[config.mk]
export PLATFORM = sky130hd
export DESIGN_NAME = color_key_mirror_stretch_blit
export DESIGN_NICKNAME = d
export VERILOG_FILES = /design/src/rtl/ckmsb_pkg.sv /design/src/rtl/color_key_mirror_stretch_blit.sv /design/src/rtl/ckmsb_div.sv /design/src/rtl/ckmsb_datapath.sv /design/src/rtl/ckmsb_ctrl.sv
export SDC_FILE = /design/constraint.sdc
export NUM_CORES = 2
export LEC_CHECK = 0
export BUFFER_PORTS_ARGS = -buffer_cell sky130_fd_sc_hd__buf_2
export CORE_UTILIZATION = 55
export DETAILED_ROUTE_END_ITERATION = 12
export GPL_TIMING_DRIVEN = 0
export PLACE_DENSITY = 0.72
export SLEW_MARGIN = 20
export SYNTH_ARGS = -nofsm -noshare
export SYNTH_HDL_FRONTEND = slang
export SYNTH_SLANG_ARGS = --single-unit
[constraint.sdc]
create_clock -name aclk -period 12.15 [get_ports aclk]
set_input_delay 1.8225 -clock aclk [delete_from_list [all_inputs] [get_ports aclk]]
set_output_delay 1.8225 -clock aclk [all_outputs]
set_load 0.02 [all_outputs]
[src/rtl/ckmsb_pkg.sv]
// Shared types and constants for the colour-keyed mirror stretch blitter.
`default_nettype none

package ckmsb_pkg;

    localparam int PIXEL_W    = 32;
    localparam int CFG_W      = 32;
    localparam int CFG_IDX_W  = 3;
    localparam int MODE_W     = 4;
    localparam int HALF_W     = 16;
    localparam int DDA_W      = 16;
    localparam int OUT_ADDR_W = 24;
    localparam int KIND_W     = 2;
    localparam int ACT_W      = 1;
    localparam int OUT_DATA_W = OUT_ADDR_W + PIXEL_W;

    // register indexes on the configuration port
    localparam logic [CFG_IDX_W-1:0] REG_DST_ORIGIN     = 3'd0;
    localparam logic [CFG_IDX_W-1:0] REG_DST_SIZE       = 3'd1;
    localparam logic [CFG_IDX_W-1:0] REG_SRC_ORIGIN     = 3'd2;
    localparam logic [CFG_IDX_W-1:0] REG_SRC_SIZE       = 3'd3;
    localparam logic [CFG_IDX_W-1:0] REG_SURFACE_WIDTHS = 3'd4;
    localparam logic [CFG_IDX_W-1:0] REG_KEY_LOW        = 3'd5;
    localparam logic [CFG_IDX_W-1:0] REG_KEY_HIGH       = 3'd6;
    localparam logic [CFG_IDX_W-1:0] REG_MODE           = 3'd7;

    // input word selector
    localparam logic [ACT_W-1:0] ACT_START = 1'b0;
    localparam logic [ACT_W-1:0] ACT_PIXEL = 1'b1;

    // result word kinds
    localparam logic [KIND_W-1:0] KIND_READ  = 2'd0;
    localparam logic [KIND_W-1:0] KIND_WRITE = 2'd1;
    localparam logic [KIND_W-1:0] KIND_DONE  = 2'd2;

    // pixel depth codes in mode[1:0]
    localparam logic [1:0] DEPTH_8   = 2'd0;
    localparam logic [1:0] DEPTH_16  = 2'd1;
    localparam logic [1:0] DEPTH_32  = 2'd2;
    localparam logic [1:0] DEPTH_BAD = 2'd3;

    typedef struct packed {
        logic              load_in;
        logic              clear;
        logic              div_go;
        logic              div_row;
        logic              set_busy;
        logic              clr_busy;
        logic              addr_go;
        logic              addr_dst;
        logic              advance;
        logic              emit;
        logic [KIND_W-1:0] emit_kind;
        logic              emit_last;
    } cmd_t;

    typedef struct packed {
        logic busy;
        logic cfg_bad;
        logic depth_bad;
        logic div_done;
        logic transparent;
        logic walk_end;
        logic out_free;
    } status_t;

endpackage

`default_nettype wire

[src/rtl/color_key_mirror_stretch_blit.sv]
// Top level of the colour-keyed, mirrored, nearest-neighbour stretch blitter.
`default_nettype none

// A start word (tuser 0) uses none of its data but begins a stretch of the
// source rectangle onto the destination rectangle using the live registers;
// the column and row steps are set up in turn by one shared restoring divider
// before the first source read is presented. Each returned pixel word
// (tuser 1) then steps through the key test, the destination address
// product, the write word, the DDA advance, the source address product and
// the read word when it is written, and skips the destination address
// product and the write word when it falls in the colour-key range; the
// sequence is set by the single registered address multiplier, used once
// for the destination and once for the source. A new input word is taken
// as soon as the last result word of the previous one sits in the output
// register. A bad depth code or a zero size gives a done word at once.
// Addresses are pixel indices, wrapped to ADDR_BITS and shown in 24 bits.
module color_key_mirror_stretch_blit #(
    parameter int ADDR_BITS  = 24,
    parameter int COORD_BITS = 16
) (
    input  wire logic                                aclk,
    input  wire logic                                aresetn,
    // input words
    input  wire logic                                s_tvalid,
    output logic                                     s_tready,
    input  wire logic [ckmsb_pkg::PIXEL_W-1:0]       s_tdata,   // pixel[31:0]
    input  wire logic [ckmsb_pkg::ACT_W-1:0]         s_tuser,   // action[0]
    // result words
    output logic                                     m_tvalid,
    input  wire logic                                m_tready,
    output logic [ckmsb_pkg::OUT_DATA_W-1:0]         m_tdata,   // address[23:0], write_data[55:24]
    output logic [ckmsb_pkg::KIND_W-1:0]             m_tuser,   // kind[1:0]
    output logic                                     m_tlast,
    // register writes
    input  wire logic                                cfg_we,
    input  wire logic [ckmsb_pkg::CFG_IDX_W-1:0]     cfg_addr,
    input  wire logic [ckmsb_pkg::CFG_W-1:0]         cfg_wdata
);

    import ckmsb_pkg::*;

    cmd_t    cmd;
    status_t status;

    ckmsb_ctrl u_ctrl (
        .aclk     (aclk),
        .aresetn  (aresetn),
        .s_tvalid (s_tvalid),
        .s_tready (s_tready),
        .s_tuser  (s_tuser),
        .status   (status),
        .cmd      (cmd)
    );

    ckmsb_datapath #(
        .ADDR_BITS  (ADDR_BITS),
        .COORD_BITS (COORD_BITS)
    ) u_datapath (
        .aclk      (aclk),
        .aresetn   (aresetn),
        .cfg_we    (cfg_we),
        .cfg_addr  (cfg_addr),
        .cfg_wdata (cfg_wdata),
        .in_pixel  (s_tdata),
        .cmd       (cmd),
        .status    (status),
        .m_tvalid  (m_tvalid),
        .m_tready  (m_tready),
        .m_tdata   (m_tdata),
        .m_tuser   (m_tuser),
        .m_tlast   (m_tlast)
    );

endmodule

`default_nettype wire

[src/rtl/ckmsb_div.sv]
// Restoring divider, one quotient bit per cycle, for the DDA step setup.
`default_nettype none

module ckmsb_div #(
    parameter int W = 16
) (
    input  wire logic         aclk,
    input  wire logic         aresetn,
    input  wire logic         go,
    input  wire logic [W-1:0] dividend,
    input  wire logic [W-1:0] divisor,
    output logic              done,
    output logic [W-1:0]      quotient,
    output logic [W-1:0]      remainder
);

    localparam int CNT_W = $clog2(W + 1);
    localparam logic [CNT_W-1:0] CNT_ONE  = CNT_W'(1);
    localparam logic [CNT_W-1:0] CNT_FULL = CNT_W'(W);

    logic             run_reg, run_next;
    logic             done_reg, done_next;
    logic [CNT_W-1:0] cnt_reg, cnt_next;
    logic [W-1:0]     q_reg, q_next;
    logic [W-1:0]     r_reg, r_next;
    logic [W-1:0]     d_reg, d_next;
    logic [W:0]       trial;
    logic [W:0]       diff;

    assign trial = {r_reg, q_reg[W-1]};
    assign diff  = trial - {1'b0, d_reg};

    always_comb begin
        run_next  = run_reg;
        done_next = 1'b0;
        cnt_next  = cnt_reg;
        q_next    = q_reg;
        r_next    = r_reg;
        d_next    = d_reg;
        if (go) begin
            run_next = 1'b1;
            cnt_next = CNT_FULL;
            q_next   = dividend;
            r_next   = '0;
            d_next   = divisor;
        end else if (run_reg) begin
            if (trial >= {1'b0, d_reg}) begin
                r_next = diff[W-1:0];
                q_next = {q_reg[W-2:0], 1'b1};
            end else begin
                r_next = trial[W-1:0];
                q_next = {q_reg[W-2:0], 1'b0};
            end
            cnt_next = cnt_reg - CNT_ONE;
            if (cnt_reg == CNT_ONE) begin
                run_next  = 1'b0;
                done_next = 1'b1;
            end
        end
    end

    always_ff @(posedge aclk) begin
        if (!aresetn) begin
            run_reg  <= 1'b0;
            done_reg <= 1'b0;
            cnt_reg  <= '0;
        end else begin
            run_reg  <= run_next;
            done_reg <= done_next;
            cnt_reg  <= cnt_next;
        end
        q_reg <= q_next;
        r_reg <= r_next;
        d_reg <= d_next;
    end

    assign done      = done_reg;
    assign quotient  = q_reg;
    assign remainder = r_reg;

endmodule

`default_nettype wire

[src/rtl/ckmsb_datapath.sv]
// Blitter datapath: registers, DDA walk, address unit, key test, result register.
`default_nettype none

module ckmsb_datapath #(
    parameter int ADDR_BITS  = 24,
    parameter int COORD_BITS = 16
) (
    input  wire logic                                aclk,
    input  wire logic                                aresetn,
    input  wire logic                                cfg_we,
    input  wire logic [ckmsb_pkg::CFG_IDX_W-1:0]     cfg_addr,
    input  wire logic [ckmsb_pkg::CFG_W-1:0]         cfg_wdata,
    input  wire logic [ckmsb_pkg::PIXEL_W-1:0]       in_pixel,
    input  wire ckmsb_pkg::cmd_t                     cmd,
    output ckmsb_pkg::status_t                       status,
    output logic                                     m_tvalid,
    input  wire logic                                m_tready,
    output logic [ckmsb_pkg::OUT_DATA_W-1:0]         m_tdata,
    output logic [ckmsb_pkg::KIND_W-1:0]             m_tuser,
    output logic                                     m_tlast
);

    import ckmsb_pkg::*;

    localparam int AW = ADDR_BITS;
    localparam int CB = COORD_BITS;
    localparam logic [AW-1:0] ADDR_ONE = AW'(1);
    localparam logic [DDA_W-1:0] DDA_ONE = DDA_W'(1);

    function automatic logic [PIXEL_W-1:0] depth_mask(input logic [1:0] code);
        logic [PIXEL_W-1:0] m;
        unique case (code)
            DEPTH_8:  m = PIXEL_W'(32'h0000_00FF);
            DEPTH_16: m = PIXEL_W'(32'h0000_FFFF);
            default:  m = '1;
        endcase
        return m;
    endfunction

    // configuration registers
    logic [CFG_W-1:0]  dst_origin_reg, dst_size_reg, src_origin_reg, src_size_reg;
    logic [CFG_W-1:0]  surface_widths_reg, key_low_reg, key_high_reg;
    logic [MODE_W-1:0] mode_reg;

    always_ff @(posedge aclk) begin
        if (!aresetn) begin
            dst_origin_reg     <= '0;
            dst_size_reg       <= '0;
            src_origin_reg     <= '0;
            src_size_reg       <= '0;
            surface_widths_reg <= '0;
            key_low_reg        <= '0;
            key_high_reg       <= '0;
            mode_reg           <= '0;
        end else if (cfg_we) begin
            unique case (cfg_addr)
                REG_DST_ORIGIN:     dst_origin_reg     <= cfg_wdata;
                REG_DST_SIZE:       dst_size_reg       <= cfg_wdata;
                REG_SRC_ORIGIN:     src_origin_reg     <= cfg_wdata;
                REG_SRC_SIZE:       src_size_reg       <= cfg_wdata;
                REG_SURFACE_WIDTHS: surface_widths_reg <= cfg_wdata;
                REG_KEY_LOW:        key_low_reg        <= cfg_wdata;
                REG_KEY_HIGH:       key_high_reg       <= cfg_wdata;
                REG_MODE:           mode_reg           <= cfg_wdata[MODE_W-1:0];
            endcase
        end
    end

    logic [CB-1:0] dox, doy, dw, dh, sox, soy, sw, sh, dpitch, spitch;
    logic [1:0]    depth;
    logic          mir_v, mir_h;

    assign dox    = dst_origin_reg[CB-1:0];
    assign doy    = dst_origin_reg[HALF_W+CB-1:HALF_W];
    assign dw     = dst_size_reg[CB-1:0];
    assign dh     = dst_size_reg[HALF_W+CB-1:HALF_W];
    assign sox    = src_origin_reg[CB-1:0];
    assign soy    = src_origin_reg[HALF_W+CB-1:HALF_W];
    assign sw     = src_size_reg[CB-1:0];
    assign sh     = src_size_reg[HALF_W+CB-1:HALF_W];
    assign dpitch = surface_widths_reg[CB-1:0];
    assign spitch = surface_widths_reg[HALF_W+CB-1:HALF_W];
    assign depth  = mode_reg[1:0];
    assign mir_v  = mode_reg[2];
    assign mir_h  = mode_reg[3];

    // returned pixel and key test
    logic [PIXEL_W-1:0] pixel_reg;
    logic [PIXEL_W-1:0] pmask, pix_c, key_lo_c, key_hi_c;

    always_ff @(posedge aclk) begin
        if (cmd.load_in) begin
            pixel_reg <= in_pixel;
        end
    end

    assign pmask    = depth_mask(depth);
    assign pix_c    = pixel_reg & pmask;
    assign key_lo_c = key_low_reg & pmask;
    assign key_hi_c = key_high_reg & pmask;

    // DDA step setup divider, shared by column and row
    logic          div_done;
    logic [CB-1:0] div_q, div_r;
    logic          div_row_reg;

    ckmsb_div #(
        .W (CB)
    ) u_div (
        .aclk      (aclk),
        .aresetn   (aresetn),
        .go        (cmd.div_go),
        .dividend  (cmd.div_row ? sh : sw),
        .divisor   (cmd.div_row ? dh : dw),
        .done      (div_done),
        .quotient  (div_q),
        .remainder (div_r)
    );

    // walk state
    logic             busy_reg, end_reg;
    logic [DDA_W-1:0] dst_col_reg, dst_row_reg, scol_reg, crem_reg, srow_reg, rrem_reg;
    logic [DDA_W-1:0] cwhole_reg, cfrac_reg, rwhole_reg, rfrac_reg;

    logic [DDA_W-1:0] col_n, row_n, scol_sum, srow_sum, scol_adj, srow_adj;
    logic [DDA_W:0]   crem_sum, rrem_sum, crem_adj, rrem_adj;
    logic [DDA_W:0]   dw_x, dh_x;
    logic             col_wrap, row_end;

    assign dw_x     = (DDA_W+1)'(dw);
    assign dh_x     = (DDA_W+1)'(dh);
    assign col_n    = dst_col_reg + DDA_ONE;
    assign row_n    = dst_row_reg + DDA_ONE;
    assign crem_sum = {1'b0, crem_reg} + {1'b0, cfrac_reg};
    assign rrem_sum = {1'b0, rrem_reg} + {1'b0, rfrac_reg};
    assign scol_sum = scol_reg + cwhole_reg;
    assign srow_sum = srow_reg + rwhole_reg;

    always_comb begin
        if (crem_sum >= dw_x) begin
            crem_adj = crem_sum - dw_x;
            scol_adj = scol_sum + DDA_ONE;
        end else begin
            crem_adj = crem_sum;
            scol_adj = scol_sum;
        end
        if (rrem_sum >= dh_x) begin
            rrem_adj = rrem_sum - dh_x;
            srow_adj = srow_sum + DDA_ONE;
        end else begin
            rrem_adj = rrem_sum;
            srow_adj = srow_sum;
        end
    end

    assign col_wrap = col_n >= DDA_W'(dw);
    assign row_end  = row_n >= DDA_W'(dh);

    always_ff @(posedge aclk) begin
        if (!aresetn) begin
            busy_reg    <= 1'b0;
            end_reg     <= 1'b0;
            div_row_reg <= 1'b0;
            dst_col_reg <= '0;
            dst_row_reg <= '0;
            scol_reg    <= '0;
            crem_reg    <= '0;
            srow_reg    <= '0;
            rrem_reg    <= '0;
            cwhole_reg  <= '0;
            cfrac_reg   <= '0;
            rwhole_reg  <= '0;
            rfrac_reg   <= '0;
        end else begin
            if (cmd.div_go) begin
                div_row_reg <= cmd.div_row;
            end
            if (div_done) begin
                if (div_row_reg) begin
                    rwhole_reg <= DDA_W'(div_q);
                    rfrac_reg  <= DDA_W'(div_r);
                end else begin
                    cwhole_reg <= DDA_W'(div_q);
                    cfrac_reg  <= DDA_W'(div_r);
                end
            end
            if (cmd.set_busy) begin
                busy_reg <= 1'b1;
            end else if (cmd.clr_busy) begin
                busy_reg <= 1'b0;
            end
            if (cmd.clear) begin
                busy_reg    <= 1'b0;
                end_reg     <= 1'b0;
                dst_col_reg <= '0;
                dst_row_reg <= '0;
                scol_reg    <= '0;
                crem_reg    <= '0;
                srow_reg    <= '0;
                rrem_reg    <= '0;
            end else if (cmd.advance) begin
                if (col_wrap) begin
                    dst_col_reg <= '0;
                    scol_reg    <= '0;
                    crem_reg    <= '0;
                    dst_row_reg <= row_n;
                    srow_reg    <= srow_adj;
                    rrem_reg    <= rrem_adj[DDA_W-1:0];
                    end_reg     <= row_end;
                end else begin
                    dst_col_reg <= col_n;
                    scol_reg    <= scol_adj;
                    crem_reg    <= crem_adj[DDA_W-1:0];
                    end_reg     <= 1'b0;
                end
            end
        end
    end

    // address unit: row product registered, column offset added on emit
    logic [AW-1:0] col_src, row_src;
    logic [AW-1:0] base_sel, rowv_sel, pitch_sel;
    logic [AW-1:0] mul_reg, base_reg;

    assign col_src = mir_h ? (AW'(sw) - ADDR_ONE - AW'(scol_reg)) : AW'(scol_reg);
    assign row_src = mir_v ? (AW'(sh) - ADDR_ONE - AW'(srow_reg)) : AW'(srow_reg);

    always_comb begin
        if (cmd.addr_dst) begin
            base_sel  = AW'(dox) + AW'(dst_col_reg);
            rowv_sel  = AW'(doy) + AW'(dst_row_reg);
            pitch_sel = AW'(dpitch);
        end else begin
            base_sel  = AW'(sox) + col_src;
            rowv_sel  = AW'(soy) + row_src;
            pitch_sel = AW'(spitch);
        end
    end

    always_ff @(posedge aclk) begin
        if (cmd.addr_go) begin
            mul_reg  <= pitch_sel * rowv_sel;
            base_reg <= base_sel;
        end
    end

    // result register
    logic                  m_valid_reg;
    logic [KIND_W-1:0]     m_kind_reg;
    logic [OUT_ADDR_W-1:0] m_addr_reg;
    logic [PIXEL_W-1:0]    m_data_reg;
    logic                  m_last_reg;
    logic                  out_free;
    logic [AW-1:0]         addr_sum;

    assign out_free = !m_valid_reg || m_tready;
    assign addr_sum = mul_reg + base_reg;

    always_ff @(posedge aclk) begin
        if (!aresetn) begin
            m_valid_reg <= 1'b0;
        end else if (cmd.emit) begin
            m_valid_reg <= 1'b1;
        end else if (m_tready) begin
            m_valid_reg <= 1'b0;
        end
        if (cmd.emit) begin
            m_kind_reg <= cmd.emit_kind;
            m_last_reg <= cmd.emit_last;
            m_addr_reg <= (cmd.emit_kind == KIND_DONE) ? '0 : OUT_ADDR_W'(addr_sum);
            m_data_reg <= (cmd.emit_kind == KIND_WRITE) ? pix_c : '0;
        end
    end

    assign m_tvalid = m_valid_reg;
    assign m_tdata  = {m_data_reg, m_addr_reg};
    assign m_tuser  = m_kind_reg;
    assign m_tlast  = m_last_reg;

    assign status.busy        = busy_reg;
    assign status.cfg_bad     = (depth == DEPTH_BAD) || (dw == '0) || (dh == '0) ||
                                (sw == '0) || (sh == '0);
    assign status.depth_bad   = depth == DEPTH_BAD;
    assign status.div_done    = div_done;
    assign status.transparent = (pix_c >= key_lo_c) && (pix_c <= key_hi_c);
    assign status.walk_end    = end_reg;
    assign status.out_free    = out_free;

endmodule

`default_nettype wire

[src/rtl/ckmsb_ctrl.sv]
// Blitter sequencer: start setup, per-pixel write/advance/read steps.
`default_nettype none

module ckmsb_ctrl (
    input  wire logic                          aclk,
    input  wire logic                          aresetn,
    input  wire logic                          s_tvalid,
    output logic                               s_tready,
    input  wire logic [ckmsb_pkg::ACT_W-1:0]   s_tuser,
    input  wire ckmsb_pkg::status_t            status,
    output ckmsb_pkg::cmd_t                    cmd
);

    import ckmsb_pkg::*;

    typedef enum logic [9:0] {
        S_IDLE       = 10'b00_0000_0001,
        S_START      = 10'b00_0000_0010,
        S_DIV_COL    = 10'b00_0000_0100,
        S_DIV_ROW    = 10'b00_0000_1000,
        S_SRC_MUL    = 10'b00_0001_0000,
        S_EMIT_READ  = 10'b00_0010_0000,
        S_PIX        = 10'b00_0100_0000,
        S_EMIT_WRITE = 10'b00_1000_0000,
        S_ADV        = 10'b01_0000_0000,
        S_CHECK      = 10'b10_0000_0000
    } state_t;

    state_t state_reg, state_next;
    logic   done_pend_reg, done_pend_next;

    // a done word waits in S_CHECK-less form: done_pend marks the emit-done step
    always_comb begin
        state_next     = state_reg;
        done_pend_next = done_pend_reg;
        cmd            = '0;
        s_tready       = 1'b0;
        if (done_pend_reg) begin
            if (status.out_free) begin
                cmd.emit       = 1'b1;
                cmd.emit_kind  = KIND_DONE;
                cmd.emit_last  = 1'b1;
                done_pend_next = 1'b0;
                state_next     = S_IDLE;
            end
        end else begin
            unique case (state_reg)
                S_IDLE: begin
                    s_tready = 1'b1;
                    if (s_tvalid) begin
                        cmd.load_in = 1'b1;
                        if (s_tuser == ACT_START) begin
                            state_next = S_START;
                        end else if (status.busy) begin
                            state_next = S_PIX;
                        end
                    end
                end
                S_START: begin
                    cmd.clear = 1'b1;
                    if (status.cfg_bad) begin
                        done_pend_next = 1'b1;
                    end else begin
                        cmd.div_go = 1'b1;
                        state_next = S_DIV_COL;
                    end
                end
                S_DIV_COL: begin
                    if (status.div_done) begin
                        cmd.div_go  = 1'b1;
                        cmd.div_row = 1'b1;
                        state_next  = S_DIV_ROW;
                    end
                end
                S_DIV_ROW: begin
                    if (status.div_done) begin
                        cmd.set_busy = 1'b1;
                        state_next   = S_SRC_MUL;
                    end
                end
                S_SRC_MUL: begin
                    cmd.addr_go = 1'b1;
                    state_next  = S_EMIT_READ;
                end
                S_EMIT_READ: begin
                    if (status.out_free) begin
                        cmd.emit      = 1'b1;
                        cmd.emit_kind = KIND_READ;
                        cmd.emit_last = 1'b1;
                        state_next    = S_IDLE;
                    end
                end
                S_PIX: begin
                    if (status.depth_bad) begin
                        cmd.clr_busy   = 1'b1;
                        done_pend_next = 1'b1;
                    end else if (status.transparent) begin
                        state_next = S_ADV;
                    end else begin
                        cmd.addr_go  = 1'b1;
                        cmd.addr_dst = 1'b1;
                        state_next   = S_EMIT_WRITE;
                    end
                end
                S_EMIT_WRITE: begin
                    if (status.out_free) begin
                        cmd.emit      = 1'b1;
                        cmd.emit_kind = KIND_WRITE;
                        state_next    = S_ADV;
                    end
                end
                S_ADV: begin
                    cmd.advance = 1'b1;
                    state_next  = S_CHECK;
                end
                S_CHECK: begin
                    if (status.walk_end) begin
                        cmd.clr_busy   = 1'b1;
                        done_pend_next = 1'b1;
                    end else begin
                        cmd.addr_go = 1'b1;
                        state_next  = S_EMIT_READ;
                    end
                end
                default: begin
                    state_next = S_IDLE;
                end
            endcase
        end
    end

    always_ff @(posedge aclk) begin
        if (!aresetn) begin
            state_reg     <= S_IDLE;
            done_pend_reg <= 1'b0;
        end else begin
            state_reg     <= state_next;
            done_pend_reg <= done_pend_next;
        end
    end

endmodule

`default_nettype wire

==> flow_metrics.env <==
export IMPL_gp_congestion=1.017
export IMPL_slew_viol_final=0
export IMPL_drt_first_pass_iters=7
export IMPL_synth_edf_count=171
export IMPL_rr_worst_depth=38
export IMPL_core_mm2=0.08042
export IMPL_drc=0
export IMPL_initial_utilization_pct=55.46
export IMPL_synthArstFlopShare_pct=0
export IMPL_dr_first_iter_drc_count=3837
export IMPL_min_delay_path_depth=2
export IMPL_end_kind="register"
export IMPL_io_buffers=127
export IMPL_antenna_left=0
export IMPL_path_common_cell="inv_1"
export IMPL_hold_viol=0
export IMPL_rows=104
export IMPL_yosysWarnings=0
export IMPL_clock_path_buffers=3
export IMPL_power_frac_comb_pct=17.5
export IMPL_ctsResizeCount=0
export IMPL_via_count=38280
export IMPL_ys_seq_area_share_pct=30.63
export IMPL_finish_utilization_pct=61.04
export IMPL_slowest_delay_ns=0.61
export IMPL_p_int_mw=3.693
export IMPL_leakage_nw=19.89
export IMPL_grt_max_degree=36
export IMPL_nets=6130
export IMPL_grt_use_total_pct=33.54
export IMPL_switching_share_pct=29.68
export IMPL_ys_ff_latch=597
export IMPL_finalPower_mw=5.252
export IMPL_syn_area_mm2=0.04460
export IMPL_synth_nets=5928
export IMPL_cts_tree="built"
export IMPL_ctsHoldBuffers=0
export IMPL_rsz0062_at_grt="false"
export IMPL_synth_cells=5259
export IMPL_powerDensity_mw_per_mm2=107.0
export IMPL_post_cts_buffers=0
export IMPL_dieHeight_um=286.8
export IMPL_avgSynthCellArea_um2=8.481
export IMPL_pwr_share_clk_pct=40.6
export IMPL_numCtsBuffers=68
export IMPL_finalSetupViolCount=0
export IMPL_grt_pass1_wl_mm=211.3
export IMPL_regToRegSetupSlack_ns=0.55
export IMPL_die_x_um=286.8
export IMPL_clock_sinks=597
export IMPL_insertion_delay_ns=0.63
export IMPL_fin_crit_ns=11.60
export IMPL_overflow=0
export IMPL_cp_start_kind="register"
export IMPL_ys_types=86
export IMPL_die_area_mm2=0.08224
export IMPL_critPathSlowestCell="dfxtp_1"
export IMPL_grt_pass1_vias=36760
export IMPL_cp_max_fo=10
export IMPL_synth_ff_type="dfxtp_1"
export IMPL_post_route_period_util_pct=95.47
export IMPL_htree_levels=3
export IMPL_num_io_pins=134
export IMPL_hold_path_class="reg2reg"
export IMPL_path_class="reg2reg"
export IMPL_slew_headroom_pct=18.67
export IMPL_critPathArrivalTime_ns=11.98
export IMPL_cp_required_ns=12.53
export IMPL_dpl_hpwl_mm=107.4
export IMPL_setup_tns_ns=0
export IMPL_clk_pin_slew_ns=0.06
export IMPL_status="finished, final reports clean"
export IMPL_avgViaCountPerCell=5.819
export IMPL_ir_drop_mv=0.1255
export IMPL_drive_gt1_share_pct=5.946
export IMPL_sequentialPowerShare_pct=41.8
export IMPL_totalWireLength_mm=138.8
export IMPL_antenna_found_initial=6
export IMPL_area_delta_synth_final_pct=10.06
export IMPL_root_buffer="clkbuf_16"
export IMPL_worstMarginPinSlew_ns=1.220
export IMPL_fin_skew_ns=0.02774
export IMPL_maxCapViolations=0
export IMPL_switching_power_mw=1.558
export IMPL_routedWlPerCell_um=21.10
export IMPL_max_freq_ghz=0.08621
-- critical path, delay by kind of cell (launching register included) --
kind            cells  cell delay (ns)
simple gates       10             2.05
buf+inv            10             2.47
flops               1             0.61
compound gates      8             2.22
fa+ha+maj           8             3.38
xor+xnor            2             0.59
-- worst paths after layout --
path                                             from                                  end
setup / recovery  u_datapath.mode_reg[1]$_SDFFE_PN0P_     u_datapath.mul_reg[23]$_DFFE_PP_
hold / removal    u_datapath.rrem_reg[0]$_SDFFE_PP0P_  u_datapath.rrem_reg[0]$_SDFFE_PP0P_
setup reg to reg  u_datapath.mode_reg[1]$_SDFFE_PN0P_     u_datapath.mul_reg[23]$_DFFE_PP_
hold reg to reg   u_datapath.rrem_reg[0]$_SDFFE_PP0P_  u_datapath.rrem_reg[0]$_SDFFE_PP0P_
-- per-stage QoR --
stage | instances | area [um2] | setup WS [ns] | hold WS, ns
final | 6578 | 49090 | 0.5504 | 0.4599
after global routing | 6577 | 49090 | 0.01983 | 0.4774
after CTS | 6576 | 49020 | 0.1959 | 0.4627
after detailed placement | 6451 | 46710 | 0.2974 | 0.4511
after global placement | 6446 | 46560 | 0.3003 | 0.4421
after floorplan | 5259 | 44600 | 2.346 | 0.4291
-- final cells by class --
type | instances | area (um2)
Antenna cell | 2 | 5.005
Buffer | 200 | 765.7
Clock buffer | 96 | 1999
Clock inverter | 29 | 306.5
Fill cell | 7100 | 31330
Inverter | 440 | 1652
Multi-Input combinational cell | 4022 | 28630
Sequential cell | 597 | 13660
Tap cell | 1060 | 1326
Timing Repair Buffer | 132 | 742.0
-- power by group through the flow --
| stage | logic [mW] | registers [mW] | clock network, mW |
|---|---|---|---|
| after floorplan | 0.614 | 2.21 | 0 |
| after global placement | 0.864 | 2.24 | 0 |
| after detailed placement | 0.888 | 2.24 | 0 |
| after CTS | 0.894 | 2.19 | 2.15 |
| after global routing | 0.998 | 2.20 | 2.22 |
| final | 0.921 | 2.20 | 2.13 |
-- cells in the mapped netlist, types with 27 or more instances --
cell type,count,share of area [%]
a211oi_1,49,0.82
a21boi_0,305,5.1
a21o_1,82,1.4
a21oi_1,243,2.7
and2_1,72,1.0
and3_1,33,0.46
clkbuf_1,188,1.6
dfxtp_1,426,19
edfxtp_1,171,12
fa_1,206,9.2
ha_1,390,11
inv_1,439,3.7
mux2i_1,75,1.7
nand2_1,976,8.2
nand2b_1,54,0.76
nand3_1,61,0.68
nand4_1,37,0.52
nor2_1,389,3.3
nor2b_1,52,0.73
nor3_1,84,0.94
o21a_1,46,0.77
o21ai_0,206,2.3
o21bai_1,43,0.72
or3_1,27,0.38
xnor2_1,203,4.0
xor2_1,120,2.4
-- per-layer routing --
metal / up-vias / global-route usage [%] / share of wire [%]
met5: - / 0 / 0.033
li1: 18180 / - / -
met2: 1606 / 52.78 / 44
met1: 18160 / 45.05 / 42
met4: 6 / 14.20 / 4.3
met3: 321 / 6.460 / 9.7
-- cell families after synthesis --
group	after synthesis	share of synthesized area [%]
XOR/XNOR	324	6.393
multiplexers	88	2.011
AO/OA/AOI/OAI	1118	16.59
buffers and inverters	640	5.411
flip-flops	597	30.63
adder cells (fa/ha/maj)	596	20.19
AND/OR/NAND/NOR	1896	18.78
-- placed cells by master, fill, tap and decap left out, types with 15 or more instances in the layout --
master       n
inv_1      439
o21a_1      46
nand2b_1    54
a211oi_1    49
xnor2_1    203
and2_1      72
nor4_1      26
o21bai_1    43
clkbuf_16   70
or3_1       27
fa_1       206
nor2b_1     52
nor2_1     389
clkbuf_8    15
and3_1      32
a21o_1      82
xor2_1     120
clkbuf_1   196
nor3_1      81
or2_2       25
buf_2      130
ha_1       390
mux2i_1     65
o21ai_0    204
nand3b_1    15
nand3_1     61
nand2_1    976
o211ai_1    20
edfxtp_1   171
dfxtp_1    426
a21boi_0   305
a21oi_1    238
nand4_1     37
Power figures use the tool's default switching activity.
